<file path="src/hdl/dwmc_pkg.sv">
// Package for the digital watch mode controller: event and result structs,
// state and code constants, the set-mode wrap function and state/mode lookups.
// No dependencies.
package dwmc_pkg;

	typedef enum logic [12:0] {
		ST_SHOW     = 13'b0000000000001,
		ST_WSETH    = 13'b0000000000010,
		ST_WSETM    = 13'b0000000000100,
		ST_SW_STOP  = 13'b0000000001000,
		ST_SW_RUN   = 13'b0000000010000,
		ST_SW_PAUSE = 13'b0000000100000,
		ST_AL_SETH  = 13'b0000001000000,
		ST_AL_SETM  = 13'b0000010000000,
		ST_AL_RUN   = 13'b0000100000000,
		ST_TM_SETH  = 13'b0001000000000,
		ST_TM_SETM  = 13'b0010000000000,
		ST_TM_SETS  = 13'b0100000000000,
		ST_TM_RUN   = 13'b1000000000000
	} state_t;

	// Controller state codes as they appear on the result.
	localparam logic [3:0] SC_SHOW     = 4'd0;
	localparam logic [3:0] SC_WSETH    = 4'd1;
	localparam logic [3:0] SC_WSETM    = 4'd2;
	localparam logic [3:0] SC_SW_STOP  = 4'd3;
	localparam logic [3:0] SC_SW_RUN   = 4'd4;
	localparam logic [3:0] SC_SW_PAUSE = 4'd5;
	localparam logic [3:0] SC_AL_SETH  = 4'd6;
	localparam logic [3:0] SC_AL_SETM  = 4'd7;
	localparam logic [3:0] SC_AL_RUN   = 4'd8;
	localparam logic [3:0] SC_TM_SETH  = 4'd9;
	localparam logic [3:0] SC_TM_SETM  = 4'd10;
	localparam logic [3:0] SC_TM_SETS  = 4'd11;
	localparam logic [3:0] SC_TM_RUN   = 4'd12;

	localparam logic [3:0] OP_TICK   = 4'd0;
	localparam logic [3:0] OP_WATCH  = 4'd1;
	localparam logic [3:0] OP_SWATCH = 4'd2;
	localparam logic [3:0] OP_ALARM  = 4'd3;
	localparam logic [3:0] OP_TIMER  = 4'd4;
	localparam logic [3:0] OP_PLUS   = 4'd5;
	localparam logic [3:0] OP_MINUS  = 4'd6;
	localparam logic [3:0] OP_START  = 4'd7;
	localparam logic [3:0] OP_STOP   = 4'd8;

	localparam logic [2:0] ACT_NONE      = 3'd0;
	localparam logic [2:0] ACT_SW_START  = 3'd1;
	localparam logic [2:0] ACT_SW_CLEAR  = 3'd2;
	localparam logic [2:0] ACT_AL_RING   = 3'd3;
	localparam logic [2:0] ACT_AL_STOP   = 3'd4;
	localparam logic [2:0] ACT_TM_START  = 3'd5;
	localparam logic [2:0] ACT_TM_STOP   = 3'd6;

	localparam logic [2:0] TGT_NONE      = 3'd0;
	localparam logic [2:0] TGT_WATCH_HM  = 3'd1;
	localparam logic [2:0] TGT_WATCH_CLR = 3'd2;
	localparam logic [2:0] TGT_TIMER_HMS = 3'd3;
	localparam logic [2:0] TGT_TIMER_CLR = 3'd4;

	localparam logic [1:0] SWS_STOPPED = 2'd0;
	localparam logic [1:0] SWS_RUNNING = 2'd1;
	localparam logic [1:0] SWS_PAUSED  = 2'd2;

	localparam logic [1:0] MODE_WATCH  = 2'd0;
	localparam logic [1:0] MODE_SWATCH = 2'd1;
	localparam logic [1:0] MODE_ALARM  = 2'd2;
	localparam logic [1:0] MODE_TIMER  = 2'd3;

	localparam logic [5:0] HOUR_MAX = 6'd23;
	localparam logic [5:0] MIN_MAX  = 6'd59;

	// History offsets within each mode.
	localparam logic [1:0] SWH_STOP  = 2'd0;
	localparam logic [1:0] SWH_RUN   = 2'd1;
	localparam logic [1:0] SWH_PAUSE = 2'd2;
	localparam logic [1:0] ALH_SETH  = 2'd0;
	localparam logic [1:0] ALH_SETM  = 2'd1;
	localparam logic [1:0] ALH_RUN   = 2'd2;
	localparam logic [2:0] TMH_SETH  = 3'd0;
	localparam logic [2:0] TMH_RUN   = 3'd3;

	typedef struct packed {
		logic [3:0] op;
		logic [4:0] watch_hours;
		logic [5:0] watch_minutes;
		logic [4:0] timer_hours;
		logic [5:0] timer_minutes;
		logic [5:0] timer_seconds;
		logic       alarm_done;
	} evt_t;

	typedef struct packed {
		logic [3:0] state_code;
		logic [1:0] mode;
		logic       watch_setting;
		logic [1:0] swatch_run;
		logic       alarm_armed;
		logic [2:0] action;
		logic [2:0] write_target;
		logic [4:0] new_hours;
		logic [5:0] new_minutes;
		logic [5:0] new_seconds;
		logic [4:0] alarm_hours;
		logic [5:0] alarm_minutes;
	} res_t;

	// One step up or down with wraparound; out-of-range values go to 0 or max.
	function automatic logic [5:0] wrap_step(logic [5:0] v, logic [5:0] max, logic up);
		logic [5:0] r;
		if (up) begin
			r = (v >= max) ? 6'd0 : v + 6'd1;
		end else begin
			r = (v == 6'd0 || v > max) ? max : v - 6'd1;
		end
		return r;
	endfunction

	function automatic logic [3:0] state_code_f(state_t s);
		logic [3:0] c;
		case (s)
			ST_SHOW:     c = SC_SHOW;
			ST_WSETH:    c = SC_WSETH;
			ST_WSETM:    c = SC_WSETM;
			ST_SW_STOP:  c = SC_SW_STOP;
			ST_SW_RUN:   c = SC_SW_RUN;
			ST_SW_PAUSE: c = SC_SW_PAUSE;
			ST_AL_SETH:  c = SC_AL_SETH;
			ST_AL_SETM:  c = SC_AL_SETM;
			ST_AL_RUN:   c = SC_AL_RUN;
			ST_TM_SETH:  c = SC_TM_SETH;
			ST_TM_SETM:  c = SC_TM_SETM;
			ST_TM_SETS:  c = SC_TM_SETS;
			ST_TM_RUN:   c = SC_TM_RUN;
			default:     c = SC_SHOW;
		endcase
		return c;
	endfunction

	function automatic logic [1:0] mode_f(state_t s);
		logic [1:0] m;
		case (s)
			ST_SHOW, ST_WSETH, ST_WSETM:            m = MODE_WATCH;
			ST_SW_STOP, ST_SW_RUN, ST_SW_PAUSE:     m = MODE_SWATCH;
			ST_AL_SETH, ST_AL_SETM, ST_AL_RUN:      m = MODE_ALARM;
			default:                                m = MODE_TIMER;
		endcase
		return m;
	endfunction

endpackage

</file>
<file path="src/hdl/dwmc_ctrl.sv">
// Mode controller core: state, history and alarm registers plus the
// next-state and result logic for one event. Depends on dwmc_pkg.
module dwmc_ctrl import dwmc_pkg::*; (
	input  logic clk,
	input  logic arst_n,
	input  logic adv,
	input  evt_t evt,
	output res_t res
);

	state_t     st_q, st_d;
	logic [1:0] swh_q, swh_d;
	logic [1:0] alh_q, alh_d;
	logic [2:0] tmh_q, tmh_d;
	logic [4:0] alh_hr_q, alh_hr_d;
	logic [5:0] al_min_q, al_min_d;
	logic       set_q, set_d;
	logic [1:0] sws_q, sws_d;
	logic       arm_q, arm_d;

	state_t     sw_tgt, al_tgt, tm_tgt;
	logic       up, alarm_later, timer_nonzero;
	logic [2:0] act, tgt;
	logic [4:0] nh;
	logic [5:0] nm, ns;

	always_comb begin
		case (swh_q)
			SWH_RUN:   sw_tgt = ST_SW_RUN;
			SWH_PAUSE: sw_tgt = ST_SW_PAUSE;
			default:   sw_tgt = ST_SW_STOP;
		endcase
		case (alh_q)
			ALH_SETM: al_tgt = ST_AL_SETM;
			ALH_RUN:  al_tgt = ST_AL_RUN;
			default:  al_tgt = ST_AL_SETH;
		endcase
		tm_tgt = (tmh_q == TMH_RUN) ? ST_TM_RUN : ST_TM_SETH;
	end

	assign up = (evt.op == OP_PLUS);
	assign timer_nonzero = (evt.timer_hours != 5'd0) || (evt.timer_minutes != 6'd0) ||
		(evt.timer_seconds != 6'd0);
	assign alarm_later = (alh_hr_q > evt.watch_hours) ||
		(alh_hr_q == evt.watch_hours && al_min_q > evt.watch_minutes);

	always_comb begin
		st_d     = st_q;
		swh_d    = swh_q;
		alh_d    = alh_q;
		tmh_d    = tmh_q;
		alh_hr_d = alh_hr_q;
		al_min_d = al_min_q;
		set_d    = set_q;
		sws_d    = sws_q;
		arm_d    = arm_q;
		act      = ACT_NONE;
		tgt      = TGT_NONE;
		nh       = 5'd0;
		nm       = 6'd0;
		ns       = 6'd0;
		case (st_q)
			ST_SHOW: begin
				if (evt.op == OP_WATCH) begin
					set_d = 1'b1;
					st_d  = ST_WSETH;
				end else if (evt.op == OP_SWATCH) begin
					st_d = sw_tgt;
				end else if (evt.op == OP_ALARM) begin
					st_d = al_tgt;
				end else if (evt.op == OP_TIMER) begin
					st_d = tm_tgt;
				end
			end
			ST_WSETH, ST_WSETM: begin
				if (evt.op == OP_PLUS || evt.op == OP_MINUS) begin
					tgt = TGT_WATCH_HM;
					nh  = evt.watch_hours;
					nm  = evt.watch_minutes;
					if (st_q == ST_WSETH) begin
						nh = 5'(wrap_step({1'b0, evt.watch_hours}, HOUR_MAX, up));
					end else begin
						nm = wrap_step(evt.watch_minutes, MIN_MAX, up);
					end
				end else if (evt.op == OP_WATCH) begin
					if (st_q == ST_WSETH) begin
						st_d = ST_WSETM;
					end else begin
						tgt   = TGT_WATCH_CLR;
						set_d = 1'b0;
						st_d  = ST_SHOW;
					end
				end else if (evt.op == OP_SWATCH) begin
					set_d = 1'b0;
					st_d  = sw_tgt;
				end else if (evt.op == OP_ALARM) begin
					set_d = 1'b0;
					st_d  = al_tgt;
				end else if (evt.op == OP_TIMER) begin
					set_d = 1'b0;
					st_d  = tm_tgt;
				end
			end
			ST_SW_STOP, ST_SW_RUN, ST_SW_PAUSE: begin
				if (evt.op == OP_START && st_q != ST_SW_RUN) begin
					sws_d = SWS_RUNNING;
					if (st_q == ST_SW_STOP) begin
						act = ACT_SW_START;
					end
					st_d = ST_SW_RUN;
				end else if (evt.op == OP_STOP && st_q == ST_SW_RUN) begin
					sws_d = SWS_PAUSED;
					st_d  = ST_SW_PAUSE;
				end else if (evt.op == OP_STOP && st_q == ST_SW_PAUSE) begin
					sws_d = SWS_STOPPED;
					act   = ACT_SW_CLEAR;
					st_d  = ST_SW_STOP;
				end else if (evt.op == OP_WATCH || evt.op == OP_ALARM ||
						evt.op == OP_TIMER) begin
					swh_d = (st_q == ST_SW_RUN) ? SWH_RUN :
						(st_q == ST_SW_PAUSE) ? SWH_PAUSE : SWH_STOP;
					st_d = (evt.op == OP_WATCH) ? ST_SHOW :
						(evt.op == OP_ALARM) ? al_tgt : tm_tgt;
				end
			end
			ST_AL_SETH, ST_AL_SETM: begin
				if (evt.op == OP_ALARM) begin
					st_d = (st_q == ST_AL_SETH) ? ST_AL_SETM : ST_AL_SETH;
				end else if (evt.op == OP_START) begin
					if (alarm_later) begin
						arm_d = 1'b1;
						act   = ACT_AL_RING;
						st_d  = ST_AL_RUN;
					end
				end else if (evt.op == OP_PLUS || evt.op == OP_MINUS) begin
					if (st_q == ST_AL_SETH) begin
						alh_hr_d = 5'(wrap_step({1'b0, alh_hr_q}, HOUR_MAX, up));
					end else begin
						al_min_d = wrap_step(al_min_q, MIN_MAX, up);
					end
				end else if (evt.op == OP_WATCH || evt.op == OP_SWATCH ||
						evt.op == OP_TIMER) begin
					alh_d = (st_q == ST_AL_SETM) ? ALH_SETM : ALH_SETH;
					st_d = (evt.op == OP_WATCH) ? ST_SHOW :
						(evt.op == OP_SWATCH) ? sw_tgt : tm_tgt;
				end
			end
			ST_AL_RUN: begin
				if (evt.op == OP_TICK) begin
					// The ring ran out: the alarm is spent but stays flagged armed.
					if (evt.alarm_done) begin
						alh_hr_d = 5'd0;
						al_min_d = 6'd0;
						st_d     = ST_AL_SETH;
					end
				end else if (evt.op == OP_STOP) begin
					alh_hr_d = 5'd0;
					al_min_d = 6'd0;
					arm_d    = 1'b0;
					act      = ACT_AL_STOP;
					st_d     = ST_AL_SETH;
				end else if (evt.op == OP_WATCH || evt.op == OP_SWATCH ||
						evt.op == OP_TIMER) begin
					alh_d = ALH_RUN;
					st_d = (evt.op == OP_WATCH) ? ST_SHOW :
						(evt.op == OP_SWATCH) ? sw_tgt : tm_tgt;
				end
			end
			ST_TM_SETH, ST_TM_SETM, ST_TM_SETS: begin
				if (evt.op == OP_STOP) begin
					tgt  = TGT_TIMER_CLR;
					st_d = ST_TM_SETH;
				end else if (evt.op == OP_START) begin
					if (timer_nonzero) begin
						act  = ACT_TM_START;
						st_d = ST_TM_RUN;
					end
				end else if (evt.op == OP_PLUS || evt.op == OP_MINUS) begin
					tgt = TGT_TIMER_HMS;
					nh  = evt.timer_hours;
					nm  = evt.timer_minutes;
					ns  = evt.timer_seconds;
					if (st_q == ST_TM_SETH) begin
						nh = 5'(wrap_step({1'b0, evt.timer_hours}, HOUR_MAX, up));
					end else if (st_q == ST_TM_SETM) begin
						nm = wrap_step(evt.timer_minutes, MIN_MAX, up);
					end else begin
						ns = wrap_step(evt.timer_seconds, MIN_MAX, up);
					end
				end else if (evt.op == OP_TIMER) begin
					st_d = (st_q == ST_TM_SETH) ? ST_TM_SETM :
						(st_q == ST_TM_SETM) ? ST_TM_SETS : ST_TM_SETH;
				end else if (evt.op == OP_WATCH || evt.op == OP_SWATCH ||
						evt.op == OP_ALARM) begin
					tmh_d = TMH_SETH;
					st_d = (evt.op == OP_WATCH) ? ST_SHOW :
						(evt.op == OP_SWATCH) ? sw_tgt : al_tgt;
				end
			end
			ST_TM_RUN: begin
				if (evt.op == OP_STOP) begin
					act  = ACT_TM_STOP;
					tgt  = TGT_TIMER_CLR;
					st_d = ST_TM_SETH;
				end else if (evt.op == OP_WATCH || evt.op == OP_SWATCH ||
						evt.op == OP_ALARM) begin
					tmh_d = TMH_RUN;
					st_d = (evt.op == OP_WATCH) ? ST_SHOW :
						(evt.op == OP_SWATCH) ? sw_tgt : al_tgt;
				end
			end
			default: begin
				st_d = ST_SHOW;
			end
		endcase
	end

	always_comb begin
		res.state_code    = state_code_f(st_d);
		res.mode          = mode_f(st_d);
		res.watch_setting = set_d;
		res.swatch_run    = sws_d;
		res.alarm_armed   = arm_d;
		res.action        = act;
		res.write_target  = tgt;
		res.new_hours     = nh;
		res.new_minutes   = nm;
		res.new_seconds   = ns;
		res.alarm_hours   = alh_hr_d;
		res.alarm_minutes = al_min_d;
	end

	always_ff @(posedge clk or negedge arst_n) begin
		if (!arst_n) begin
			st_q     <= ST_SHOW;
			swh_q    <= SWH_STOP;
			alh_q    <= ALH_SETH;
			tmh_q    <= TMH_SETH;
			alh_hr_q <= 5'd0;
			al_min_q <= 6'd0;
			set_q    <= 1'b0;
			sws_q    <= SWS_STOPPED;
			arm_q    <= 1'b0;
		end else if (adv) begin
			st_q     <= st_d;
			swh_q    <= swh_d;
			alh_q    <= alh_d;
			tmh_q    <= tmh_d;
			alh_hr_q <= alh_hr_d;
			al_min_q <= al_min_d;
			set_q    <= set_d;
			sws_q    <= sws_d;
			arm_q    <= arm_d;
		end
	end

endmodule

</file>
<file path="src/hdl/digital_watch_mode_controller_unit.sv">
// Digital watch mode controller. Top level: event input register, result
// register and handshakes. Depends on dwmc_pkg and dwmc_ctrl.
//
// Usage: one button or tick event is transferred on evt (evt_valid high,
// evt_stall low) together with the current watch and timer counter values.
// For each event exactly one result is transferred on res: the new state,
// mode, status flags, a start/stop action and a write command for the
// outside counters, plus the stored alarm time.
// The result is registered: an event passes the event register and then
// the result register, and waits in the event register while a stalled
// result is held.
// Throughput: one event per cycle unless the receiver stalls; the next-state
// logic between the two registers is a single pass, and the state updates as
// an event moves on. When the receiver stalls, the result holds and the event
// register still takes one more event before evt_stall rises.
// Reset (arst_n low) empties both registers and returns the controller to
// show time, stopwatch stopped, alarm 00:00 unarmed and timer set hours.
module digital_watch_mode_controller_unit import dwmc_pkg::*; (
	input  logic clk,
	input  logic arst_n,
	input  logic evt_valid,
	output logic evt_stall,
	input  evt_t evt,
	output logic res_valid,
	input  logic res_stall,
	output res_t res
);

	logic s1_v_q;
	evt_t evt_s1;
	logic res_v_q;
	res_t res_q;
	res_t res_d;
	logic out_adv, adv, evt_take;

	assign out_adv   = !res_v_q || !res_stall;
	assign adv       = s1_v_q && out_adv;
	assign evt_stall = s1_v_q && !out_adv;
	assign evt_take  = evt_valid && !evt_stall;

	dwmc_ctrl u_ctrl (
		.clk    (clk),
		.arst_n (arst_n),
		.adv    (adv),
		.evt    (evt_s1),
		.res    (res_d)
	);

	always_ff @(posedge clk or negedge arst_n) begin
		if (!arst_n) begin
			s1_v_q  <= 1'b0;
			res_v_q <= 1'b0;
		end else begin
			if (evt_take) begin
				s1_v_q <= 1'b1;
			end else if (adv) begin
				s1_v_q <= 1'b0;
			end
			if (out_adv) begin
				res_v_q <= s1_v_q;
			end
		end
	end

	always_ff @(posedge clk) begin
		if (evt_take) begin
			evt_s1 <= evt;
		end
		if (adv) begin
			res_q <= res_d;
		end
	end

	assign res_valid = res_v_q;
	assign res       = res_q;

endmodule

</file>
<file path="config.mk">
export PLATFORM = sky130hd
export DESIGN_NAME = digital_watch_mode_controller_unit
export DESIGN_NICKNAME = d
export VERILOG_FILES = /design/src/hdl/dwmc_pkg.sv /design/src/hdl/dwmc_ctrl.sv /design/src/hdl/digital_watch_mode_controller_unit.sv
export SDC_FILE = /design/constraint.sdc
export NUM_CORES = 1
export LEC_CHECK = 0
export BUFFER_PORTS_ARGS = -buffer_cell sky130_fd_sc_hd__buf_4
export CORE_MARGIN = 3
export CORE_UTILIZATION = 35
export CTS_BUF_LIST = sky130_fd_sc_hd__clkbuf_4 sky130_fd_sc_hd__clkbuf_8
export CTS_CLUSTER_DIAMETER = 100
export DETAILED_ROUTE_END_ITERATION = 8
export GPL_TIMING_DRIVEN = 0
export PLACE_DENSITY = 0.64
export SLEW_MARGIN = 20
export SYNTH_ARGS = -nofsm -noshare
export SYNTH_HDL_FRONTEND = slang
export SYNTH_SLANG_ARGS = --single-unit
</file>
<file path="constraint.sdc">
create_clock -name clk -period 3.08 [get_ports clk]
set_input_delay 0.308 -clock clk [delete_from_list [all_inputs] [get_ports clk]]
set_output_delay 0.308 -clock clk [all_outputs]
set_load 0.05 [all_outputs]
</file>
-- Word level (Yosys, flattened, before mapping)
Index checks and enable logic that the tools add are counted.
- word-level logic and storage cells: 328
- flip-flop bits (word level): 114
- eq/ne operators: 55
- order comparisons: 16
- reductions and logical operators: 53
- bitwise operators: 5
- $add $sub $neg: 14
- multiplexer cells: 155
- operator list (kind ; number):
    13-bit 2-to-1 mux ; 31
    6-bit 2-to-1 mux ; 28
    5-bit 2-to-1 mux ; 22
    13-bit one-hot mux with 7 select lines ; 1
    3-bit 2-to-1 mux ; 22
    4-bit one-hot mux with 12 select lines ; 1
    6-bit one-hot mux with 2 select lines ; 3
    2-bit 2-to-1 mux ; 17
    13-bit by 1-bit equality test with 1-bit output (second input constant) ; 2
    13-bit by 10-bit equality test with 1-bit output (second input constant) ; 2
    13-bit by 11-bit equality test with 1-bit output (second input constant) ; 2
    13-bit by 12-bit equality test with 1-bit output (second input constant) ; 2
    13-bit equality test (second input constant) ; 2
    13-bit by 2-bit equality test with 1-bit output (second input constant) ; 2
    13-bit by 3-bit equality test with 1-bit output (second input constant) ; 2
    13-bit by 4-bit equality test with 1-bit output (second input constant) ; 2
    13-bit by 5-bit equality test with 1-bit output (second input constant) ; 2
    13-bit by 6-bit equality test with 1-bit output (second input constant) ; 2
    13-bit by 7-bit equality test with 1-bit output (second input constant) ; 2
    13-bit by 8-bit equality test with 1-bit output (second input constant) ; 2
    13-bit by 9-bit equality test with 1-bit output (second input constant) ; 2
    6-bit by 1-bit adder with 6-bit output (second input constant) ; 4
    6-bit greater-or-equal comparator (second input constant) ; 4
    6-bit > comparator (second input constant) ; 4
    45 further kinds ; 135

-- Depth between registers and ports, before layout
- depth in word-level cells: 13
- depth in mapped cells: 12
- gate-level depth less buffers: 10

-- Modules after synthesis
Synthesis repeated with hierarchy kept, for this count alone.
- cells, all modules: 994
- area total of the unflattened synthesis: 8603.3 µm²
- by module, submodules not included (module ; cells an instance ; area an instance (µm²) ; times used ; seq. area each (µm²)):
    dwmc_ctrl ; 909 ; 6198.4 ; 1 ; 827.0
    digital_watch_mode_controller_unit ; 85 ; 2404.8 ; 1 ; 2362.3

-- Worst setup path after synthesis
Ideal clock, no wire load.
- path type: register -> register
- start point: register evt_s1[21] (netlist bit)
- end point: register res_q, in the netlist res[38], data pin
- arrival: 2.790 ns
- path slack: 0.016 ns
- cell stages (with the launch flop): 13
- clock period less this slack: 3.064 ns
- path through: edfxtp_1 clkbuf_1 inv_1 ha_1 and4_1 o21ai_0 a31oi_1 o311ai_2 a21boi_1 or4_1 buf_2 nor3_1 a211oi_2
- RTL lines (what ; line ; RTL):
    start, declared ; digital_watch_mode_controller_unit.sv:30 ; evt_t evt_s1;
    start signal, assigned ; digital_watch_mode_controller_unit.sv:67 ; evt_s1 <= evt;
    end signal, assigned ; digital_watch_mode_controller_unit.sv:70 ; res_q <= res_d;
    end, declared ; digital_watch_mode_controller_unit.sv:32 ; res_t res_q;

==> results.tsv <==
stage	metric	value	unit
synth	post-synthesis net count	1148	
cells_and_area	Filler cells	2438	
floorplanning	full die area	0.0276	mm^2
synth	sequential element share of the synthesized area	0.355	
global_route	vias in the first global route	8743	
sta	relative slew slack	0.423	
place	gp weighted congestion	1.04	
sta	Worst Slack Setup Final	0.0510	ns
route	average routed wire per standard cell	21.5	um
sta	final-layout setup total negative slack	0	ns
setup_path	critical-path cell list	buf_2, or4_4, nor3_1, o2111ai_2, a2111oi_2, nor4_4, buf_4, a311oi_2, o21ai_1	
global_route	overall routing resource usage	0.228	
sta	fraction of the cycle the final worst path needs	0.983	
route	Initial DRC Count	1174	
route	WL final	33000	um
place	detailed placer's ending HPWL	24100	um
global_route	global route overflow	0	
sta	RSZ-0062 raised after global routing	yes	
hold_path	Min-Delay Path Class	in2reg	
power_and_ir_drop	cell area power density	591	mW/mm^2
floorplanning	site row count	57	
route	remaining routing DRC violations	0	
sta	shortest clock period the worst path allows after layout	3.03	ns
cts	CTS root buffer	sky130_fd_sc_hd__clkbuf_8	
sta	Fin. Hold Viols	0	
floorplanning	Die Width	166	um
synth	post-synth cell types	94	
cts	latest clock arrival within the worst-skew pair	0.42	ns
synth	cell count after synthesis	1077	
setup_path	stage delay of the slowest cell on the critical path	0.58	ns
cts	clock tree from TritonCTS	done	
sta	final setup vio count	0	
synth	most common cell in the netlist	sky130_fd_sc_hd__nand2_1	
route	via count of the routed design	9437	
synth	post-synth top area share	0.257	
cts	level count of the clock H-tree	3	
floorplanning	die boundary height	166	um
setup_path	highest net fanout along the worst path	7	
global_route	antenna violations before repair	0	
synth	Top FF cell, synth	sky130_fd_sc_hd__edfxtp_1	
setup_path	slowest library cell on the worst path	sky130_fd_sc_hd__or4_4	
synth	cell types with the largest area share after synthesis	sky130_fd_sc_hd__edfxtp_1, sky130_fd_sc_hd__dfrtp_1, sky130_fd_sc_hd__nand2_1, sky130_fd_sc_hd__a21oi_1, sky130_fd_sc_hd__o21ai_0	
cells_and_area	final-stage net count	1272	
place	number of buffer cells added on primary ports	82	
sta	setup skew after layout	0.0224	ns
floorplanning	total I/O pin count	83	
power_and_ir_drop	leakage power	4.10	nW
synth	cell area after synthesis	0.00898	mm^2
sta	worst slew pin tran	0.865	ns
run_status	run status	finished, final reports clean	
synth	Yosys warning count	0	
cells_and_area	fraction of layout cells with a size suffix above 1	0.216	
synth	most numerous cell types in the synthesized netlist	sky130_fd_sc_hd__nand2_1, sky130_fd_sc_hd__a21oi_1, sky130_fd_sc_hd__o21ai_0	
route	detailed-route vias per instance	6.16	
global_route	largest net degree at the start of global routing	36	
floorplanning	core region area	0.0247	mm^2
cells_and_area	P&R area growth vs syn	19.9	%
cts	buffers from clock root to sink, at most	2	
setup_path	combined buffer and inverter count along the critical path	2	
cts	TritonCTS Buffers	9	
setup_path	CP Capture Type	flip-flop	
cts	clock-pin slew of the registers on the worst-case setup and hold paths	0.12	ns
route	Antenna Nets Post-Route	0	
global_route	wire length of the first global-routing pass	50300	um
synth	post-synthesis area per instance	8.34	um^2
power_and_ir_drop	worst vdd ir	0.000384	V
setup_path	launching element type of the critical path	flip-flop	
route	TritonRoute pass-1 iters	7	
setup_path	kind of cell with the highest combined delay on the critical path	compound AO/OA/AOI/OAI gates	
synth	number of enable flip-flop cells after synthesis	77	
floorplanning	initial core utilization	0.363	
flow_run	max_cap viols	0	
place	Post-Place Worst Slack	-0.749	ns
setup_path	data arrival time of the worst path	3.19	ns
setup_path	type of the setup path with the least slack	reg2reg	
synth	cell type with the highest aggregate area in the netlist	sky130_fd_sc_hd__edfxtp_1	
sta	Max Clk Rate	330	MHz
synth	flops & latches, synth	112	
sta	final max-slew violation count	0	
synth	share of synthesized flip-flops with an asynchronous set or reset	0.313	
setup_path	Critical Path RT	3.25	ns
cts	clk sink count	112	
[worst register-to-register path: cells and delay by family (launching register included)]
kind            cells  cell delay, ns
compound gates      4            1.14
buf+inv             2            0.35
simple gates        3            0.95
flops               1            0.37
[state kept, by name (all words and copies together), names as in the netlist, 2 cells and up]
signal,cells
u_ctrl.swh_q,2
u_ctrl.alh_hr_q,5
u_ctrl.sws_q,2
u_ctrl.st_q,13
evt_s1,33
u_ctrl.alh_q,2
u_ctrl.al_min_q,6
res,44
[routing by layer]
metal  part of all wire  vias up  global-route usage
li1                   -     4312                   -
met1               0.42     4529               0.309
met2               0.46      502               0.368
met3              0.081       94              0.0359
met4              0.039        0              0.0911
met5                  0        -                   0
[final timing paths]
kind                                start                  to  slack [ns]  cells past startpoint
min in group asynchronous          arst_n     u_ctrl.tmh_q[0]        0.40                      2
max in group asynchronous          arst_n  u_ctrl.al_min_q[5]        2.28                      2
max                        u_ctrl.st_q[6]             res[41]        0.05                      9
min reg2reg                        s1_v_q           res_valid        0.48                      1
max reg2reg                u_ctrl.st_q[6]             res[41]        0.05                      9
min                               evt[21]          evt_s1[21]        0.06                      1
[per-stage QoR]
step	utilization	instances	hold slack, ns	power, mW	instance area [um^2]
2_1_floorplan	-	1077	0.0124	4.12	8980
3_3_place_gp	0.404	1483	0.328	5.04	10000
3_5_place_dp	0.406	1485	0.332	5.06	10000
4_1_cts	0.424	1512	0.0462	6.15	10500
5_1_grt	0.435	1530	0.0414	6.68	10800
6_report	0.435	1531	0.0565	6.36	10800
[final cells by class]
type                    instances  area, um^2  area share
multi-input cells             841        5510       0.512
flip-flops and latches        112        3190       0.297
repair buffers                118         913      0.0848
well taps                     324         405      0.0377
plain buffers                  73         377      0.0350
inverters                      46         173      0.0160
clock buffers                  11         145      0.0135
clock inverters                 5        46.3     0.00430
diodes                          1        2.50    0.000232
[what timing repair did]
item | CTS | global route
hold buffers | 1 | 0
resized for setup | 37 | 46
endpoints found under the setup margin | 43 | 17
pin swaps | 5 | 16
buffers inserted | 12 | 21
endpoints found under the hold margin | 34 | 0
[power breakdown]
group	internal, mW	switching [mW]
sequential	1.87	0.174
combinational	1.19	2.20
clock	0.342	0.582
total	3.41	2.96
[cell usage in the layout, fill, tap and decap left out, types with 7 or more instances in the layout]
master	synthesis	layout
sky130_fd_sc_hd__nor3_1	32	31
sky130_fd_sc_hd__xor2_1	9	9
sky130_fd_sc_hd__nor4_4	3	7
sky130_fd_sc_hd__and3_1	14	13
sky130_fd_sc_hd__o31ai_1	11	11
sky130_fd_sc_hd__clkbuf_2	1	9
sky130_fd_sc_hd__a22oi_1	8	8
sky130_fd_sc_hd__o221ai_1	14	14
sky130_fd_sc_hd__nand4_1	15	15
sky130_fd_sc_hd__xnor2_1	7	7
sky130_fd_sc_hd__inv_1	46	40
sky130_fd_sc_hd__o2111ai_1	11	10
sky130_fd_sc_hd__buf_4	0	117
sky130_fd_sc_hd__edfxtp_1	77	77
sky130_fd_sc_hd__o21a_1	7	7
sky130_fd_sc_hd__ha_1	34	33
sky130_fd_sc_hd__nand2b_1	11	11
sky130_fd_sc_hd__clkbuf_8	0	10
sky130_fd_sc_hd__o21ai_0	88	85
sky130_fd_sc_hd__o211ai_1	7	7
sky130_fd_sc_hd__buf_2	25	22
sky130_fd_sc_hd__mux2_2	8	8
sky130_fd_sc_hd__nor2b_1	14	14
sky130_fd_sc_hd__nand3_1	25	25
sky130_fd_sc_hd__dfrtp_1	34	31
sky130_fd_sc_hd__a21oi_1	94	92
sky130_fd_sc_hd__o21ai_1	9	12
sky130_fd_sc_hd__and2_1	12	11
sky130_fd_sc_hd__a21o_1	9	9
sky130_fd_sc_hd__clkbuf_1	43	29
sky130_fd_sc_hd__nand2_1	126	126
sky130_fd_sc_hd__or3_1	9	9
sky130_fd_sc_hd__nor2_1	83	80
sky130_fd_sc_hd__o22ai_1	16	15
sky130_fd_sc_hd__a31oi_1	20	20
[cell families (layout without fill, tap and decap cells)]
kind of cell,Yosys count,after routing,synth area share
muxes,8,8,0.0100
and+or+nand+nor,412,412,0.244
xor gates and xnor gates,16,16,0.0156
DFF,112,112,0.355
adders and majority gates,34,34,0.0474
AOI/OAI and AO/OA,371,371,0.270
buffers and inverters,124,253,0.0580
other,0,1,0
Power figures use the tool's default switching activity.
